==> src/two_way_sorted_run_merge_defines.svh <==
// Assertion macros for the two-way sorted run merge.
`ifndef TWO_WAY_SORTED_RUN_MERGE_DEFINES_SVH
`define TWO_WAY_SORTED_RUN_MERGE_DEFINES_SVH
// Clocked assertion with an active-low asynchronous reset that disables it.
`define TSRM_ASSERT(label, prop, msg) \
    label: assert property (@(posedge clk) disable iff (!rst_n) prop) else $error(msg);
// Clocked assertion that also holds during reset.
`define TSRM_ASSERT_ALWAYS(label, prop, msg) \
    label: assert property (@(posedge clk) prop) else $error(msg);
`endif

==> src/tsrm_pkg.sv <==
// Package with the shared constants and the float ordering function of the run merge.
package tsrm_pkg;
    localparam int DEFAULT_RUN_DEPTH = 32;
    localparam int OP_W = 2;
    localparam int VAL_W = 32;
    localparam logic [OP_W-1:0] OP_LEFT = 2'd0;
    localparam logic [OP_W-1:0] OP_RIGHT = 2'd1;
    localparam logic [OP_W-1:0] OP_MERGE = 2'd2;

    // IEEE less-than: false on any NaN, and the two zeros compare equal.
    function automatic logic f32_less(input logic [VAL_W-1:0] a, input logic [VAL_W-1:0] b);
        logic a_nan;
        logic b_nan;
        logic [VAL_W-1:0] ka;
        logic [VAL_W-1:0] kb;
        a_nan = (a[30:0] > 31'h7F800000);
        b_nan = (b[30:0] > 31'h7F800000);
        ka = a[31] ? ~a : {1'b1, a[30:0]};
        kb = b[31] ? ~b : {1'b1, b[30:0]};
        if (a_nan || b_nan)
            return 1'b0;
        if (a[30:0] == 31'd0 && b[30:0] == 31'd0)
            return 1'b0;
        return ka < kb;
    endfunction
endpackage

==> src/tsrm_store.sv <==
// One run store: appends at the tail, registered read at a chosen index.
module tsrm_store #(
    parameter int RUN_DEPTH = tsrm_pkg::DEFAULT_RUN_DEPTH,
    parameter int IDX_W = $clog2(RUN_DEPTH + 1)
) (
    input  logic                         clk,
    input  logic                         wr_en,
    input  logic [IDX_W-1:0]             wr_idx,
    input  logic [tsrm_pkg::VAL_W-1:0]   wr_data,
    input  logic [IDX_W-1:0]             rd_idx,
    output logic [tsrm_pkg::VAL_W-1:0]   rd_data
);
    import tsrm_pkg::*;
    localparam int A_W = (RUN_DEPTH > 1) ? $clog2(RUN_DEPTH) : 1;
    logic [VAL_W-1:0] mem [RUN_DEPTH];

    always_ff @(posedge clk)
    begin
        if (wr_en)
            mem[wr_idx[A_W-1:0]] <= wr_data;
        rd_data <= mem[rd_idx[A_W-1:0]];
    end
endmodule

==> src/two_way_sorted_run_merge.sv <==
// Top level of the two-way merge of sorted single-precision runs.
// Appends do not leave the idle state; the block is ready again on the next cycle.
// During a merge each element passes through a memory read state, a compare state and an
// output state that holds while m_tready is low; ready returns after the last element is taken.
// A merge of two empty runs stays idle and gives no result.
// Reset (rst_n, asynchronous, active low) empties both runs and clears the overflow flag that feeds dropped.
module two_way_sorted_run_merge #(
    parameter int RUN_DEPTH = tsrm_pkg::DEFAULT_RUN_DEPTH
) (
    input  logic        clk,
    input  logic        rst_n,
    input  logic        s_tvalid,
    output logic        s_tready,
    input  logic [39:0] s_tdata,   // value [31:0], zero [39:32]
    input  logic [1:0]  s_tuser,   // op [1:0]
    output logic        m_tvalid,
    input  logic        m_tready,
    output logic [31:0] m_tdata,   // value_res [31:0]
    output logic [1:0]  m_tuser,   // from_right [0], dropped [1]
    output logic        m_tlast    // last
);
    import tsrm_pkg::*;
    `include "two_way_sorted_run_merge_defines.svh"

    localparam int IDX_W = $clog2(RUN_DEPTH + 1);
    localparam logic [IDX_W-1:0] DEPTH_C = IDX_W'(RUN_DEPTH);
    localparam logic [1:0] ST_IDLE = 2'd0;
    localparam logic [1:0] ST_READ = 2'd1;
    localparam logic [1:0] ST_PICK = 2'd2;
    localparam logic [1:0] ST_OUT  = 2'd3;

    logic [1:0] state_reg, state_next;
    logic [IDX_W-1:0] lcnt_reg, lcnt_next, rcnt_reg, rcnt_next;
    logic [IDX_W-1:0] li_reg, li_next, ri_reg, ri_next;
    logic drop_reg, drop_next;
    logic ov_reg, ov_next;
    logic [31:0] val_reg, val_next;
    logic fr_reg, fr_next, last_reg, last_next;
    logic [IDX_W-1:0] l_rd_idx, r_rd_idx;
    logic [31:0] l_data, r_data;
    logic s_fire, l_wr, r_wr;
    logic [1:0] op;
    logic l_left, r_left, take_left;

    assign op = s_tuser;
    assign s_tready = (state_reg == ST_IDLE);
    assign s_fire = s_tvalid && s_tready;
    assign l_wr = s_fire && op == OP_LEFT && lcnt_reg < DEPTH_C;
    assign r_wr = s_fire && op == OP_RIGHT && rcnt_reg < DEPTH_C;
    assign l_rd_idx = li_reg;
    assign r_rd_idx = ri_reg;

    tsrm_store #(.RUN_DEPTH(RUN_DEPTH), .IDX_W(IDX_W)) u_left (
        .clk(clk), .wr_en(l_wr), .wr_idx(lcnt_reg), .wr_data(s_tdata[31:0]),
        .rd_idx(l_rd_idx), .rd_data(l_data));
    tsrm_store #(.RUN_DEPTH(RUN_DEPTH), .IDX_W(IDX_W)) u_right (
        .clk(clk), .wr_en(r_wr), .wr_idx(rcnt_reg), .wr_data(s_tdata[31:0]),
        .rd_idx(r_rd_idx), .rd_data(r_data));

    // Heads still pending in each run, and the shared comparator decision.
    assign l_left = li_reg < lcnt_reg;
    assign r_left = ri_reg < rcnt_reg;
    always_comb
    begin
        if (l_left && r_left)
            take_left = f32_less(l_data, r_data);
        else
            take_left = l_left;
    end

    always_comb
    begin
        state_next = state_reg;
        lcnt_next = lcnt_reg;
        rcnt_next = rcnt_reg;
        li_next = li_reg;
        ri_next = ri_reg;
        drop_next = drop_reg;
        ov_next = ov_reg;
        val_next = val_reg;
        fr_next = fr_reg;
        last_next = last_reg;
        case (state_reg)
            ST_IDLE:
            begin
                if (s_fire)
                begin
                    case (op)
                        OP_LEFT:
                        begin
                            if (l_wr)
                                lcnt_next = lcnt_reg + 1'b1;
                            else
                                ov_next = 1'b1;
                        end
                        OP_RIGHT:
                        begin
                            if (r_wr)
                                rcnt_next = rcnt_reg + 1'b1;
                            else
                                ov_next = 1'b1;
                        end
                        OP_MERGE:
                        begin
                            drop_next = ov_reg;
                            ov_next = 1'b0;
                            li_next = '0;
                            ri_next = '0;
                            if (lcnt_reg != '0 || rcnt_reg != '0)
                                state_next = ST_READ;
                        end
                        default:
                        begin
                        end
                    endcase
                end
            end
            ST_READ:
                state_next = ST_PICK;
            ST_PICK:
            begin
                // Memory read data for the current heads is valid here.
                if (take_left)
                begin
                    val_next = l_data;
                    li_next = li_reg + 1'b1;
                end
                else
                begin
                    val_next = r_data;
                    ri_next = ri_reg + 1'b1;
                end
                fr_next = !take_left;
                last_next = (take_left ? (li_reg + 1'b1 == lcnt_reg) && !r_left
                                       : (ri_reg + 1'b1 == rcnt_reg) && !l_left);
                state_next = ST_OUT;
            end
            ST_OUT:
            begin
                if (m_tready)
                begin
                    if (last_reg)
                    begin
                        // Both runs are emptied, so the read indexes go back to the start.
                        lcnt_next = '0;
                        rcnt_next = '0;
                        li_next = '0;
                        ri_next = '0;
                        state_next = ST_IDLE;
                    end
                    else
                        state_next = ST_READ;
                end
            end
            default:
                state_next = ST_IDLE;
        endcase
    end

    always_ff @(posedge clk or negedge rst_n)
    begin
        if (!rst_n)
        begin
            state_reg <= ST_IDLE;
            lcnt_reg <= '0;
            rcnt_reg <= '0;
            li_reg <= '0;
            ri_reg <= '0;
            ov_reg <= 1'b0;
        end
        else
        begin
            state_reg <= state_next;
            lcnt_reg <= lcnt_next;
            rcnt_reg <= rcnt_next;
            li_reg <= li_next;
            ri_reg <= ri_next;
            ov_reg <= ov_next;
        end
    end

    always_ff @(posedge clk)
    begin
        drop_reg <= drop_next;
        val_reg <= val_next;
        fr_reg <= fr_next;
        last_reg <= last_next;
    end

    assign m_tvalid = (state_reg == ST_OUT);
    assign m_tdata = val_reg;
    assign m_tuser = {drop_reg, fr_reg};
    assign m_tlast = last_reg;

    `TSRM_ASSERT(a_cnt_bound, (lcnt_reg <= DEPTH_C && rcnt_reg <= DEPTH_C), "run count above depth")
    `TSRM_ASSERT(a_idx_bound, (li_reg <= lcnt_reg && ri_reg <= rcnt_reg), "merge index past run")
    `TSRM_ASSERT(a_last_empties, (m_tvalid && m_tready && m_tlast |=> lcnt_reg == '0 && rcnt_reg == '0), "runs not emptied after merge")
    `TSRM_ASSERT(a_hold, (m_tvalid && !m_tready |=> m_tvalid && $stable(m_tdata)), "result changed while stalled")
endmodule

==> config.mk <==
export PLATFORM = sky130hd
export DESIGN_NAME = two_way_sorted_run_merge
export DESIGN_NICKNAME = d
export VERILOG_FILES = /design/src/tsrm_pkg.sv /design/src/tsrm_store.sv /design/src/two_way_sorted_run_merge.sv
export VERILOG_INCLUDE_DIRS = /design/src /design/src/src
export SDC_FILE = /design/constraint.sdc
export NUM_CORES = 2
export LEC_CHECK = 0
export ABC_CLOCK_PERIOD_IN_PS = 3300
export BUFFER_PORTS_ARGS = -buffer_cell sky130_fd_sc_hd__buf_4
export CAP_MARGIN = 20
export CORE_ASPECT_RATIO = 1.4
export CORE_MARGIN = 2
export CORE_UTILIZATION = 59
export CTS_BUF_LIST = sky130_fd_sc_hd__clkbuf_4
export DETAILED_ROUTE_END_ITERATION = 8
export MAX_ROUTING_LAYER = met4
export PLACE_DENSITY = 0.88
export SETUP_SLACK_MARGIN = 0.05
export SYNTH_ARGS = -nofsm -noshare
export SYNTH_HDL_FRONTEND = slang
export SYNTH_SLANG_ARGS = --single-unit
==> constraint.sdc <==
create_clock -name clk -period 3.3 [get_ports clk]
set_input_delay 0 -clock clk [delete_from_list [all_inputs] [get_ports clk]]
set_output_delay 0 -clock clk [all_outputs]
set_load 0.02 [all_outputs]
==> summary.md <==
| Metric | Value |
|---|---|
| Row Count | `164` |
| Drt drc | `0` |
| Syn Area/Cell | `20.6 um^2` |
| Max Clock Skew | `117 ps` |
| Commonest non-fill, non-tap cells in the layout | `edfxtp_1, clkbuf_4, mux4_2, buf_4, mux2i_1` |
| PD cells | `between 600 and 700 nW/um^2` |
| Die area | `146000 um^2` |
| Final hold slack | `125 ps` |
| Commonest non-fill, non-tap cell in the layout | `edfxtp_1` |
| TritonCTS clock tree | `yes` |
| Dpl cells | `6038` |
| Register area | `around 65000 um^2` |
| Clk Tree Root Cell | `clkbuf_4` |
| Synthesized net count | `4195` |
| First-pass GRT wire length | `314 mm` |
| Number of global-route vias before repair | `47824` |
| Placed Area | `89100 um^2` |
| P_leak | `30.6 nW` |
| Max Clk Rate | `305 MHz` |
| WS Path Type | `reg -> reg` |
| Crit path max fanout | `7` |
| Initial antenna violation count | `13` |
| Critical path endpoint category | `flop` |
| Clk slew on worst S/H paths | `70 ps` |
| Crit path time final | `3280 ps` |
| DR pass1 iterations | `6` |
| EDFF count, synth | `2083` |
| Slew margin rel. | `29.5%` |
| Crit path DAT | `4430 ps` |
| Vias | `about 46000` |
| Antenna Nets Post-Route | `0` |
| Fillcell total | `between 8000 and 9000` |
| Layout cells sized above 1 | `32.7%` |
| Final setup vio count | `0` |
| GRT Residual Overflow | `0` |
| Area growth from synthesis to layout | `14.8%` |
| Wire per inst | `31.0 um` |
| Final Cell Area | `97000 um^2` |
| Synth Flop Type | `edfxtp_1` |
| CP required | `4440 ps` |
| Synth Instances | `~4100` |
| Initial DRC Count | `around 6400` |
| Clock Sinks | `roughly 2200` |
| Core ar. | `about 140000 um^2` |
| Crit path launch type | `flop` |
| Die width | `between 300 and 400 um` |
| Period utilisation layout | `between 90 and 100%` |
| Ports | `83` |
| Sequential area share after synthesis | `76.3%` |
| Fin. Hold Viols | `0` |
| Setup TNS | `0 ps` |
| GPL Wtd Cong | `between 0.8 and 0.9` |
| Initial core utilization | `slightly below 60%` |
| Async SR Flop Fraction | `under 10%` |
| VDD IR max | `644 uV` |
| Largest net degree at the start of global routing | `160` |
| Max-cap viol count | `0` |
| Clock buffer depth | `4` |
| Worst slew pin tran | `1060 ps` |
| Slew Viols, Final | `0` |
| Via density | `6.61` |
| Htree depth | `5` |
| CTS Buf Count | `472` |
| Die Y | `452 um` |
| RSZ-0062 raised after global routing | `true` |
| Worst-Skew Late Latency | `around 1400 ps` |
| # nets final | `approximately 4800` |
| Port bufs | `74` |
| Post-Syn Area | `roughly 85000 um^2` |
| Global-route usage over all layers | `31.0%` |
| Unique masters post-synth | `between 50 and 60` |
| Power Total | `67.7 mW` |
| Detailed placer's ending HPWL | `120 mm` |
| YS warnings | `0` |
| Status | `complete, no violations` |
| Seq cells post-synth | `2174` |
| Final WL | `218 mm` |
| Hold crit path type | `in -> reg` |
| Non-Filler Instances | `7020` |
| Area of the multi-input gates | `19600 um^2` |
## routing by layer
| layer | share of wire (%) | global-route usage [%] | up-vias |
|---|---|---|---|
| met3 | 10 | 6.83 | 824 |
| met4 | 6.4 | 18.8 | 0 |
| met5 | 0 | - | - |
| li1 | - | - | 18566 |
| met2 | 51 | 50.5 | 3696 |
| met1 | 32 | 35.1 | 23301 |
## final cells by class
class	instances	share of cell area [%]
multi-input combinational	1673	20.2
inverter	25	0.0967
clock buffer	660	5.11
sequential	2174	66.5
tap	1909	2.46
clock inverter	177	0.843
timing repair buffer	393	4.74
antenna	9	0.0232
## Yosys cell counts, types with 4 or more instances
master | instances | area, um^2
nand3_1 | 24 | 120
o21ai_0 | 118 | 591
nor2b_1 | 4 | 25.0
buf_2 | 48 | 240
ha_1 | 56 | 701
nor3_1 | 11 | 55.1
mux2_2 | 96 | 1080
dfxtp_1 | 64 | 1280
dfrtp_1 | 27 | 676
mux4_2 | 448 | 10100
buf_1 | 29 | 109
nand2_1 | 187 | 702
mux2_1 | 34 | 383
o211ai_1 | 9 | 67.6
inv_1 | 25 | 93.8
mux2i_1 | 193 | 1930
edfxtp_1 | 2083 | 62500
a21oi_1 | 125 | 626
o221ai_1 | 96 | 841
o22ai_1 | 33 | 206
xnor2_1 | 42 | 368
nor4_1 | 18 | 113
xor2_1 | 38 | 333
nand4_1 | 16 | 100
buf_6 | 4 | 45.0
clkbuf_1 | 137 | 514
a31oi_1 | 5 | 31.3
a21o_1 | 4 | 30.0
nor2_1 | 79 | 297
## final timing paths
check	slack (ps)	from	cells after the start	to
min in group asynchronous	390	rst_n	5	r_rd_idx[5]$_DFFE_PN0P_
max	20	u_left.rd_data[31]$_DFF_P_	12	m_tdata[17]$_DFFE_PP_
min	120	s_tvalid	8	lcnt_reg[1]$_DFFE_PN0P_
max reg2reg	20	u_left.rd_data[31]$_DFF_P_	12	m_tdata[17]$_DFFE_PP_
min reg2reg	490	ov_reg$_DFFE_PN0P_	0	drop_reg$_DFFE_PP_
max in group asynchronous	2680	rst_n	5	r_rd_idx[3]$_DFFE_PN0P_
## repair_timing
item / 4_1_cts / 5_1_grt
endpoints found under the hold margin: 3281 / 0
endpoints found under the setup margin: 37 / 38
gates resized for setup: 6 / 30
buffers inserted: 1 / 19
hold buffers: 111 / 0
gates cloned: 3 / 1
pin swaps: 3 / 5
## critical path, stage by stage, from the launching register on
cell and delay (ps):
dfxtp_4 410, xor2_2 160, ha_1 320, a21o_1 170, a221o_1 330, a21oi_2 170
o311ai_2 110, or4_4 460, o21bai_4 180, buf_6 150, clkbuf_16 170, buf_6 100
mux2_4 280
## logic make-up after synthesis
logic type	after synthesis	synth area share, %
buffers and inverters	246	1.21
muxes	771	16.0
and+or+nand+nor	356	1.81
xor gates and xnor gates	80	0.829
AOI/OAI and AO/OA	410	3.03
adders and majority gates	56	0.829
DFF	2174	76.3
## metrics by stage
step	setup slack, ps	util, %
2_1_floorplan	-407	-
3_3_place_gp	37.3	62.6
3_5_place_dp	-6.87	62.6
4_1_cts	31.6	67.9
5_1_grt	-40.3	68.1
6_report	16.0	68.1
## where the power goes
| group | leakage (nW) | switching [mW] | internal (mW) |
|---|---|---|---|
| Sequential | 19.6 | 0.945 | 31.2 |
| Combinational | 7.58 | 8.48 | 7.29 |
| Clock | 3.45 | 10.2 | 9.56 |
| Total | 30.6 | 19.6 | 48.0 |
Power figures use the tool's default switching activity.
